### src/design/swta_pkg.sv
// ----------------------------------------------------------------------------
// swta_pkg
// Shared types and constants of the stereo winner-take-all cost chain.
// ----------------------------------------------------------------------------
package swta_pkg;

  // one packed pixel: Y in the low byte, then Cb, then Cr
  localparam int PIX_W  = 24;
  localparam int COST_W = 16;
  localparam int DISP_W = 9;

  typedef logic [PIX_W-1:0]  pix_t;
  typedef logic [COST_W-1:0] cost_t;
  typedef logic [DISP_W-1:0] disp_t;

  // cost weights and the out-of-row cost
  localparam cost_t LUMA_WEIGHT   = 16'd170;
  localparam cost_t CHROMA_WEIGHT = 16'd43;
  localparam cost_t COST_MAX      = 16'hFFFF;

  // one pixel evaluation travelling down the cell chain
  typedef struct packed {
    logic  valid;
    pix_t  left;
    cost_t best;
    disp_t disp;
    logic  row_last;
    logic  run_last;
  } tok_t;

endpackage

### src/design/swta_cell.sv
// ----------------------------------------------------------------------------
// swta_cell
// One window column and one disparity compare step of the cost chain.
// ----------------------------------------------------------------------------
module swta_cell #(
  parameter int CELL_IDX = 0,
  parameter int IDX_W    = 6
) (
  input  logic              clk_i,
  input  logic              rst_ni,
  // window shift, one column per accepted input
  input  logic              shift_en_i,
  input  swta_pkg::pix_t    pix_l_i,
  input  swta_pkg::pix_t    pix_r_i,
  output swta_pkg::pix_t    pix_l_o,
  output swta_pkg::pix_t    pix_r_o,
  // evaluation token from the upper neighbor
  input  logic              en_i,
  input  swta_pkg::tok_t    tok_i,
  input  logic [IDX_W-1:0]  tok_j_i,
  input  logic [IDX_W-1:0]  tok_klo_i,
  output swta_pkg::tok_t    tok_o,
  output logic [IDX_W-1:0]  tok_j_o,
  output logic [IDX_W-1:0]  tok_klo_o
);
  import swta_pkg::*;

  localparam logic [IDX_W-1:0] K = IDX_W'(CELL_IDX);

  pix_t             left_q, right_q;
  tok_t             tok_q, tok_d;
  logic [IDX_W-1:0] j_q, klo_q;
  pix_t             lsel;
  cost_t            cost;
  logic             hit;
  logic [IDX_W-1:0] dd;

  function automatic cost_t match_cost(pix_t l, pix_t r);
    logic [7:0] dy, dcb, dcr;
    logic [8:0] dc;
    dy  = (l[7:0]   > r[7:0])   ? l[7:0]   - r[7:0]   : r[7:0]   - l[7:0];
    dcb = (l[15:8]  > r[15:8])  ? l[15:8]  - r[15:8]  : r[15:8]  - l[15:8];
    dcr = (l[23:16] > r[23:16]) ? l[23:16] - r[23:16] : r[23:16] - l[23:16];
    dc  = {1'b0, dcb} + {1'b0, dcr};
    return COST_W'(dy) * LUMA_WEIGHT + COST_W'(dc) * CHROMA_WEIGHT;
  endfunction

  // window column, shifted toward older columns
  always_ff @(posedge clk_i) begin
    if (shift_en_i) begin
      left_q  <= pix_l_i;
      right_q <= pix_r_i;
    end
  end

  // this cell covers disparity j-K for the token's pixel
  always_comb begin
    hit  = tok_i.valid && (K <= tok_j_i) && (K >= tok_klo_i);
    lsel = (tok_j_i == K) ? left_q : tok_i.left;
    cost = match_cost(lsel, right_q);
    dd   = tok_j_i - K;
    tok_d      = tok_i;
    tok_d.left = lsel;
    if (hit && (cost < tok_i.best)) begin
      tok_d.best = cost;
      tok_d.disp = DISP_W'({dd, 3'b000});
    end
  end

  // token register, stalls with the whole chain
  always_ff @(posedge clk_i or negedge rst_ni) begin
    if (!rst_ni) begin
      tok_q <= '0;
      j_q   <= '0;
      klo_q <= '0;
    end else if (en_i) begin
      tok_q <= tok_d;
      j_q   <= tok_j_i;
      klo_q <= tok_klo_i;
    end
  end

  assign pix_l_o   = left_q;
  assign pix_r_o   = right_q;
  assign tok_o     = tok_q;
  assign tok_j_o   = j_q;
  assign tok_klo_o = klo_q;

endmodule

### config.mk
export PLATFORM = sky130hd
export DESIGN_NAME = swta_cell
export DESIGN_NICKNAME = d
export VERILOG_FILES = /design/src/design/swta_pkg.sv /design/src/design/swta_cell.sv
export SDC_FILE = /design/constraint.sdc
export NUM_CORES = 1
export LEC_CHECK = 0
export BUFFER_PORTS_ARGS = -buffer_cell sky130_fd_sc_hd__buf_2
export CORE_MARGIN = 2
export CORE_UTILIZATION = 60
export DETAILED_ROUTE_END_ITERATION = 10
export HOLD_SLACK_MARGIN = 0.05
export PLACE_DENSITY_LB_ADDON = 0.3
export SLEW_MARGIN = 10
export SYNTH_ARGS = -nofsm -noshare
export SYNTH_HDL_FRONTEND = slang
export SYNTH_SLANG_ARGS = --single-unit
### constraint.sdc
create_clock -name clk_i -period 14.5 [get_ports clk_i]
set_input_delay 1.45 -clock clk_i [delete_from_list [all_inputs] [get_ports clk_i]]
set_output_delay 1.45 -clock clk_i [all_outputs]
set_load 0.02 [all_outputs]
---- Word-level counts from Yosys, hierarchy flattened ----
Index checks and enable logic that the tools add are counted.
storage, ports and cells
  flip-flop bits (word level) ............. 112
  bits of input ports ..................... 116
  logic and storage cells ................. 35
  output and inout port bits .............. 112
cells by class
  $lt $le $gt $ge ......................... 6
  reductions and logical operators ........ 4
  $mul .................................... 2
  muxes and demuxes ....................... 5
  add/sub/neg operators ................... 8
operators with widths
  cell                  number
  $sub 8x8->8           6
  $mux 25               1
  $gt 8x8->1            3
  $mux 24               1
  $mux 8                3
  $add 16x15->16        1
  $lt 16x16->1          1
  $mul 8x7->15 const B  1
  $mul 9x6->15 const B  1
  $add 8x8->9           1
  $ge 1x6->1 const A    1
  $le 1x6->1 const A    1
  $logic_not 6->1       1
  $logic_and 1x1->1     3

---- Longest topological paths before layout ----
Gate-level depths: netlist (run 1).
  depth after elaboration ................. 10
  mapped depth ............................ 44
  gate-level depth less buffers ........... 40

---- Worst setup path after synthesis (run 1) ----
No wires, ideal clock.
  path type ............................... input port to flip-flop
  start ................................... input tok_j_i[2]
  end ..................................... register tok_q, in the netlist tok_o[11]
  data required time ...................... 14.363 ns
  buffers on the path ..................... 4
  cell stages on the path ................. 41
  setup slack ............................. 3.985 ns
  arrival ................................. 10.378 ns
  setup time .............................. 0.137 ns
  cells stage by stage .................... nor4_1 -> nand2_1 -> buf_1 -> mux2i_1 -> ha_1 -> fa_1 -> nand2b_1 -> a211o_1 -> a21oi_2 -> mux2i_1 -> xor2_1 -> ha_1 -> a21o_1 -> a21oi_1 -> o21bai_1 -> and2_1 -> clkbuf_1 -> o21a_1 -> [... 5 more ...] -> inv_1 -> fa_1 -> inv_1 -> ha_1 -> a21oi_1 -> o21ai_0 -> nand2b_1 -> xor2_1 -> ha_1 -> a21oi_1 -> o21ai_0 -> a2111oi_0 -> o21ai_0 -> a21o_1 -> buf_2 -> buf_2 -> mux2i_1 -> a21oi_1
between the ends
  longest elaborated chain between the ends .. 10
RTL lines
  what                                 RTL line                          RTL
  start: declaration                   swta_cell.sv:20                   input logic [IDX_W-1:0] tok_j_i,
  $logic_not 6->1                      swta_cell.sv:59                   lsel = (tok_j_i == K) ? left_q : tok_i.left;
  $mux 24                              swta_cell.sv:59
  $sub 8x8->8 (tied with other cells)  swta_cell.sv:42                   dcb = (l[15:8] > r[15:8]) ? l[15:8] - r[15:8] : r[15:8] - l[15:8];
  $mux 8, on equally long branches     swta_cell.sv:42, swta_cell.sv:43
  $add 8x8->9                          swta_cell.sv:44                   dc = {1'b0, dcb} + {1'b0, dcr};
  $mul 9x6->15                         swta_cell.sv:45                   return COST_W'(dy) * LUMA_WEIGHT + COST_W'(dc) * CHROMA_WEIGHT;
  $add 16x15->16                       swta_cell.sv:45
  $lt 16x16->1                         swta_cell.sv:64                   if (hit && (cost < tok_i.best)) begin
  $logic_and 1x1->1                    swta_cell.sv:64
  $mux 25 (*)                          swta_cell.sv:64
  end signal: assignment               swta_cell.sv:77                   tok_q <= tok_d;
  end: declaration                     swta_cell.sv:31                   tok_t tok_q, tok_d;
Every way passes the cells marked *; elsewhere a longest branch is shown, timed or not.
A chain may end at the register's enable or synchronous reset.

---- Worst setup path in the final report (run 1) ----
  start ................................... input tok_j_i[2]
  end ..................................... register tok_q, in the netlist tok_o[26]
between the ends
  longest elaborated chain between the ends .. 10
RTL lines
  what                                              RTL line         RTL
  $logic_not 6->1 (*)                               swta_cell.sv:59
  $mux 24 (*)                                       swta_cell.sv:59
  named net lsel[21]                                swta_cell.sv:33  pix_t lsel;
  $sub 8x8->8 / $gt 8x8->1 (equally long branches)  swta_cell.sv:43  dcr = (l[23:16] > r[23:16]) ? l[23:16] - r[23:16] : r[23:16] - l[23:16];
  $mux 8 (*)                                        swta_cell.sv:43
  $add 8x8->9 (*)                                   swta_cell.sv:44
  $mul 9x6->15 (*)                                  swta_cell.sv:45
  $add 16x15->16 (*)                                swta_cell.sv:45
  $lt 16x16->1                                      swta_cell.sv:64
  $logic_and 1x1->1                                 swta_cell.sv:64
  $mux 25 (*)                                       swta_cell.sv:64
Mark *: on every way through the listed nets, which the timed path passes. The rest lies on a longest branch.

==> results of run 1 <==
==> worst register-to-register path: cells and delay by family, from the launching register on <==
kind                     cells  cell delay [ns]
AO/OA/AOI/OAI               16             3.67
adder cells (fa/ha/maj)      8             3.43
AND/OR/NAND/NOR              5             0.94
multiplexers                 2             0.63
buffers and inverters        4             0.49
flip-flops                   1             0.40
XOR/XNOR                     1             0.21
==> cell type report <==
cell class | count | area [sq um] | area share, %
flip-flops and latches | 112 | 3043 | 26.94
inverters | 158 | 593.1 | 5.252
multi-input cells | 696 | 5941 | 52.60
clock inverters | 5 | 40.04 | 0.3545
clock buffers | 11 | 242.7 | 2.149
repair buffers | 230 | 1164 | 10.30
well taps | 216 | 270.3 | 2.393
==> worst max path at each step <==
stage / endpoint / cells after the start
after detailed placement: tok_o[26]$_DFFE_PN0P_ / 40
after global placement: tok_o[26]$_DFFE_PN0P_ / 41
final: tok_o[26]$_DFFE_PN0P_ / 40
after global routing: tok_o[26]$_DFFE_PN0P_ / 40
after floorplan: tok_o[11]$_DFFE_PN0P_ / 41
after CTS: tok_o[26]$_DFFE_PN0P_ / 40
==> placed cells by master, fill, tap and decap left out, types with 3 or more instances in the layout <==
master     count
or3_1          5
and2_1         7
nor3b_1        3
nand2b_1      14
nor2_1        86
o21a_1         9
nand3_1       11
o21ai_0       41
a21oi_1       79
o22ai_1        4
a21o_1        13
nand2_1       21
buf_2        225
nor4b_1        4
fa_1          37
xnor2_1       26
a211oi_1       6
buf_4          5
nor2b_1       17
xor2_1        17
edfxtp_1      48
a21o_2         3
and3_1         4
a31oi_1        3
inv_1        158
dfrtp_1       64
nand4_1        8
a22oi_1        3
mux2i_1       56
clkbuf_16      9
nor4_1         3
ha_1         139
mux2_2        24
a211o_1        3
nor3_1        14
==> per-stage QoR <==
step | instances | worst slack, ns
6_report | 1428 | 3.119
3_3_place_gp | 1412 | 3.278
3_5_place_dp | 1412 | 2.848
2_1_floorplan | 990 | 3.985
5_1_grt | 1428 | 2.427
4_1_cts | 1428 | 3.180
==> flip-flops by register name (all words and copies together), names as in the netlist <==
register / count
pix_l_o: 24
tok_j_o: 6
tok_o: 52
tok_klo_o: 6
pix_r_o: 24
==> logic make-up (layout without fill, tap and decap cells) <==
| family | Yosys count | count (layout) |
|---|---|---|
| buf+inv | 182 | 404 |
| simple gates | 201 | 201 |
| xor+xnor | 44 | 44 |
| flops | 112 | 112 |
| fa+ha+maj | 176 | 176 |
| mux | 81 | 81 |
| compound gates | 194 | 194 |
==> layer usage <==
layer	vias up	global-route usage (%)	routed length, um
met5	-	0	0
met4	0	8.010	417
met3	29	5.334	1195
met2	221	44.19	10750
met1	3667	35.08	10210
li1	3837	-	-
==> out/results.tsv, run 1 <==
metric	value	unit
crit share post-route	78.49	%
required time of the critical path	14.75	ns
end of the worst register-to-register path	tok_o[26]$_DFFE_PN0P_	
share of synthesized area occupied by flip-flops and latches	31.44	%
library cell with the highest instance count after synthesis	inv_1	
depth of the worst hold-timing path	1	
Min Hold Slack	0.5049	ns
total clock sinks	112	
reg2reg start	pix_l_o[21]$_DFFE_PP_	
area added between synthesis and finish	16.67	%
Routed Wire Length	22580	um
post-route minimum period	11.38	ns
cts bufs inserted	9	
area of the die	0.01716	sq mm
number of violations reported at the end of detailed-routing iteration 0	415	
post-route cell area	0.01129	sq mm
post-synth top area cell	ha_1	
worst setup path startpoint	tok_j_i[2]	
number of endpoints failing setup at the final stage	0	
Gates resized, CTS repair	0	
router iterations before antenna repair	5	
Detail Route Antenna Nets	0	
clock-pin transition on the worst setup and hold timing paths	0.08	ns
slowest cell on the critical path	fa_1	
post-CTS setup repair buffer count	0	
post-synthesis share of cell area spent on and, or, nand and nor gates	10.08	%
Detailed Place HPWL	17980	um
initial antenna violation count	0	
vias per inst	5.430	
critical setup path kind	in2reg	
Cell Area, Placed	0.01101	sq mm
TritonCTS clock tree	built	
count of fill cells added during filler insertion	1190	
RD Place Congestion	0.8920	
Most used DFF post-synth	dfrtp_1	
Min-Delay Path Class	reg2reg	
combinational family with the most area after synthesis	adder cells	
maximum number of pins on one net before global-route repair	77	
yosys warns	0	
buffers added on ports	227	
share of layout cells above drive strength 1	23.27	%
launching element type of the critical path	input port	
total standard cell area after synthesis	0.009679	sq mm
Layout Skew	0.01133	ns
starting density of the core	61.15	%
Register-to-Register Setup Slack	4.64	ns
net count after synthesis	1282	
hold_sp	tok_klo_o[1]$_DFFE_PN0P_	
Crit. End Element	register	
net total in the final layout	1499	
worst r2r path cells	36	
via count of the first global-routing pass	7541	
via total after detailed routing	7754	
root buffer cell	clkbuf_16	
maximum fanout count along the critical path	24	
number of inserted diodes	0	
combined buffer and inverter count along the critical path	6	
routed length per placed instance	15.81	um
Netlist cell types	66	
cell types occupying the most area after synthesis	ha_1 18%, dfrtp_1 17%, edfxtp_1 15%	
compound-cell area share of the yosys netlist	12.80	%
arrival time at the worst endpoint	11.64	ns
proportion of register bits with asynchronous set or reset after synthesis	57.14	%
Top-Level Pins	228	
worst slew pin tran	1.042	ns
delay-heaviest family, CP	compound AO/OA/AOI/OAI gates	
GRT Total Usage	26.51	%
Worst Hold End	tok_klo_o[1]$_DFFE_PN0P_	
max-slew violation count	0	
total grt overflow	0	
synthesized flop and latch total	112	
number of enable flip-flop cells after synthesis	48	
first-pass GRT wire length	35660	um
status	finished, final reports clean	
Placement Rows	46	
Residual DRC	0	
number of maximum-capacitance violations	0	
Adder-Cell Fraction of Synth Area	25.62	%
proportion of synthesized area in mux cells	8.816	%
count of final hold-check violations	0	
CTS Buffer Depth	2	
TNS Setup	0	ns
total number of H-tree levels	3	
share of the synthesized netlist area taken by xor and xnor gates	4.059	%
tightest slew margin relative to the limit	30.53	%
number of buffers inserted for hold repair after clock tree synthesis	0	
Post-synth top cells	158 x inv_1, 139 x ha_1, 86 x nor2_1	
Yosys top cell area share	17.97	%
maximum frequency from static timing analysis	0.08786	GHz
height of the die	131.0	um
DIE WIDTH	131.0	um
total core area	0.01583	sq mm
Clock Latency Late Sink	0.37	ns
Post-Synthesis Mean Instance Area	9.777	sq um
Worst path max stage delay	0.54	ns
end-of-flow core utilization	71.35	%
unrepaired setup endpoints after global routing	no	
Post-Synthesis Cells	990	
Power of run 1 is not shown: default switching activity piles up to over one toggle a cycle in this logic, so the estimate is an artifact.
==> run 2, diff against run 1 <==
Settings changed: ABC_AREA from default to 1, CORE_UTILIZATION 60 to 56.
Clock period 14.5 ns to 11.15 ns, I/O delays scaled along.
==> run 2 against run 1 <==
  * Die area up 12%
  * Register-to-register slack got worse by 1.9 ns
  * Critical path depth increased by 3
  * Hold slack got worse by 0.030 ns
  * Global-route usage shrank 2.0 points
  * Area after synthesis grew 4.7%
  * Synthesized cell count up 27%
  * Count of clock-buffer cells in the layout is the same
  * Design area increased by 3.8%
  * Critical endpoint is now tok_o[6]$_DFFE_PN0P_
  * Highest routed layer is now met5
==> out/results.tsv, run 2 <==
metric	value	unit	change
reg2reg start	pix_l_o[21]$_DFFE_PP_		unchanged
required time of the critical path	11.41	ns	was 14.75 ns
most used cells in the layout excluding fill and tap cells	352 x nand2_1, 233 x inv_1, 226 x buf_2, 139 x ha_1, 64 x dfrtp_1		was 225 x buf_2, 158 x inv_1, 139 x ha_1, 86 x nor2_1, 79 x a21oi_1
total standard cell area after synthesis	0.01014	sq mm	was 0.009679 sq mm
slowest cell on the critical path	fa_1		unchanged
number of enable flip-flop cells after synthesis	48		unchanged
number of endpoints failing setup at the final stage	0		unchanged
yosys warns	0		unchanged
max-slew violation count	0		unchanged
maximum fanout count along the critical path	34		was 24
cell types occupying the most area after synthesis	ha_1 17%, dfrtp_1 16%, edfxtp_1 14%		was ha_1 18%, dfrtp_1 17%, edfxtp_1 15%
end point of the critical path	tok_o[6]$_DFFE_PN0P_		was tok_o[26]$_DFFE_PN0P_
via total after detailed routing	8567		was 7754
worst setup path startpoint	tok_j_i[5]		was tok_j_i[2]
Layout Skew	0.01332	ns	was 0.01133 ns
Min-Delay Path Class	reg2reg		unchanged
area added between synthesis and finish	15.64	%	was 16.67%
routed length per placed instance	13.56	um	was 15.81 um
total number of H-tree levels	3		unchanged
end of the worst register-to-register path	tok_o[6]$_DFFE_PN0P_		was tok_o[26]$_DFFE_PN0P_
router iterations before antenna repair	5		unchanged
via count of the first global-routing pass	8426		was 7541
status	finished, final reports clean		unchanged
Register-to-Register Setup Slack	2.75	ns	was 4.64 ns
tightest slew margin relative to the limit	30.03	%	was 30.53%
vias per inst	5.042		was 5.430
Routed Wire Length	23040	um	was 22580 um
Post-synth top cells	352 x nand2_1, 233 x inv_1, 139 x ha_1		was 158 x inv_1, 139 x ha_1, 86 x nor2_1
count of final hold-check violations	0		unchanged
Post-Synthesis Cells	1253		was 990
Top-Level Pins	228		unchanged
share of layout cells above drive strength 1	20.68	%	was 23.27%
number of inserted diodes	0		unchanged
total grt overflow	0		unchanged
DIE WIDTH	138.6	um	was 131.0 um
share of synthesized area occupied by flip-flops and latches	30.01	%	was 31.44%
CTS Buffer Depth	2		unchanged
Worst path max stage delay	0.54	ns	about the same
Yosys top cell area share	17.15	%	was 17.97%
Crit. End Element	register		unchanged
RD Place Congestion	0.9252		was 0.8920
number of violations reported at the end of detailed-routing iteration 0	417		was 415
initial antenna violation count	2		was 0
buffers added on ports	227		unchanged
Post-Synthesis Mean Instance Area	8.091	sq um	was 9.777 sq um
synthesized flop and latch total	112		unchanged
most frequent CP cell	nand2_1		
worst r2r path cells	41		was 36
clock-pin transition on the worst setup and hold timing paths	0.08	ns	about the same
maximum frequency from static timing analysis	0.09953	GHz	
height of the die	138.6	um	was 131.0 um
post-route minimum period	10.05	ns	
leading cell type in the layout, fill and taps excluded	nand2_1		was buf_2
TNS Setup	0	ns	unchanged
maximum number of pins on one net before global-route repair	92		was 77
arrival time at the worst endpoint	10.31	ns	was 11.64 ns
number of maximum-capacitance violations	0		unchanged
Gates resized, CTS repair	0		unchanged
root buffer cell	clkbuf_16		unchanged
Detailed Place HPWL	18610	um	was 17980 um
flip-flop count of the largest register after layout	52		unchanged
count of fill cells added during filler insertion	1520		was 1190
first-pass GRT wire length	38990	um	was 35660 um
cts bufs inserted	9		unchanged
crit share post-route	90.11	%	
worst slew pin tran	1.050	ns	was 1.042 ns
proportion of register bits with asynchronous set or reset after synthesis	57.14	%	unchanged
post-synth top area cell	ha_1		unchanged
Placement Rows	49		was 46
starting density of the core	56.83	%	was 61.15%
net count after synthesis	1545		was 1282
Most used DFF post-synth	dfrtp_1		unchanged
area of the die	0.01920	sq mm	was 0.01716 sq mm
net total in the final layout	1757		was 1499
launching element type of the critical path	input port		unchanged
library cell with the highest instance count after synthesis	nand2_1		was inv_1
GRT Total Usage	24.49	%	was 26.51%
critical setup path kind	in2reg		unchanged
number of buffers inserted for hold repair after clock tree synthesis	0		unchanged
total clock sinks	112		unchanged
post-CTS setup repair buffer count	0		unchanged
TritonCTS clock tree	built		unchanged
Netlist cell types	50		was 66
Detail Route Antenna Nets	0		unchanged
unrepaired setup endpoints after global routing	no		unchanged
Residual DRC	0		unchanged
total core area	0.01784	sq mm	was 0.01583 sq mm
Clock Latency Late Sink	0.36	ns	was 0.37 ns
## run 2: changes by cell type after synthesis, sizes merged, moves of 24 or more
cell | previous run | this run
inv | 158 | 237
mux2i | 56 | 1
nand2 | 21 | 357
nor2 | 86 | 48
o21ai | 43 | 90
xor2 | 18 | 42
## run 2: cell type report
cell class              count  area [sq um]  area share [%]
repair buffers            229          1154           9.840
clock inverters             5         56.30          0.4803
flip-flops and latches    112          3043           25.96
inverters                 238         894.6           7.631
clock buffers              11         254.0           2.167
multi-input cells         875          6036           51.48
well taps                 229         286.5           2.444
## run 2: worst min path at each step
stage	startpoint	endpoint	slack (ns)	cells past startpoint
final	tok_o[0]$_DFFE_PN0P_	tok_o[0]$_DFFE_PN0P_	0.47	2
after global routing	tok_klo_o[0]$_DFFE_PN0P_	tok_klo_o[0]$_DFFE_PN0P_	0.50	2
after floorplan	tok_klo_o[0]$_DFFE_PN0P_	tok_klo_o[0]$_DFFE_PN0P_	0.58	2
after global placement	tok_o[51]$_DFFE_PN0P_	tok_o[51]$_DFFE_PN0P_	0.45	2
after detailed placement	tok_klo_o[0]$_DFFE_PN0P_	tok_klo_o[0]$_DFFE_PN0P_	0.46	2
after CTS	tok_klo_o[1]$_DFFE_PN0P_	tok_klo_o[1]$_DFFE_PN0P_	0.48	2
## run 2: per-stage QoR
stage | util (%) | instances | setup slack (ns) | area (sq um) | hold WS, ns
2_1_floorplan | - | 1253 | 2.409 | 10140 | 0.5844
3_3_place_gp | 63.97 | 1683 | 0.7778 | 11410 | 0.4506
3_5_place_dp | 63.97 | 1683 | 0.6865 | 11410 | 0.4563
4_1_cts | 65.71 | 1699 | 1.076 | 11720 | 0.4789
5_1_grt | 65.71 | 1699 | 0.4138 | 11720 | 0.4957
6_report | 65.71 | 1699 | 1.102 | 11720 | 0.4748
## run 2: logic make-up after synthesis
| family | after synthesis | synth area share [%] |
|---|---|---|
| XOR/XNOR | 54 | 4.813 |
| multiplexers | 5 | 0.5800 |
| flip-flops | 112 | 30.01 |
| adder cells (fa/ha/maj) | 176 | 24.46 |
| AO/OA/AOI/OAI | 177 | 10.80 |
| AND/OR/NAND/NOR | 463 | 18.88 |
| buffers and inverters | 266 | 10.45 |
## run 2: layer usage
metal	vias to the layer above	routed length, um	GRT usage (%)
li1	4401	-	-
met1	3901	10180	31.33
met2	235	11130	42.73
met3	28	1344	5.076
met4	2	372	6.069
met5	-	16	0
## run 2: worst max-delay path, delay by kind of cell
| kind | cells | cell delay (ns) |
|---|---|---|
| AO/OA/AOI/OAI | 13 | 2.21 |
| adder cells (fa/ha/maj) | 9 | 3.68 |
| buffers and inverters | 6 | 0.91 |
| AND/OR/NAND/NOR | 15 | 2.36 |
Power of run 2 is left out for the same reason.
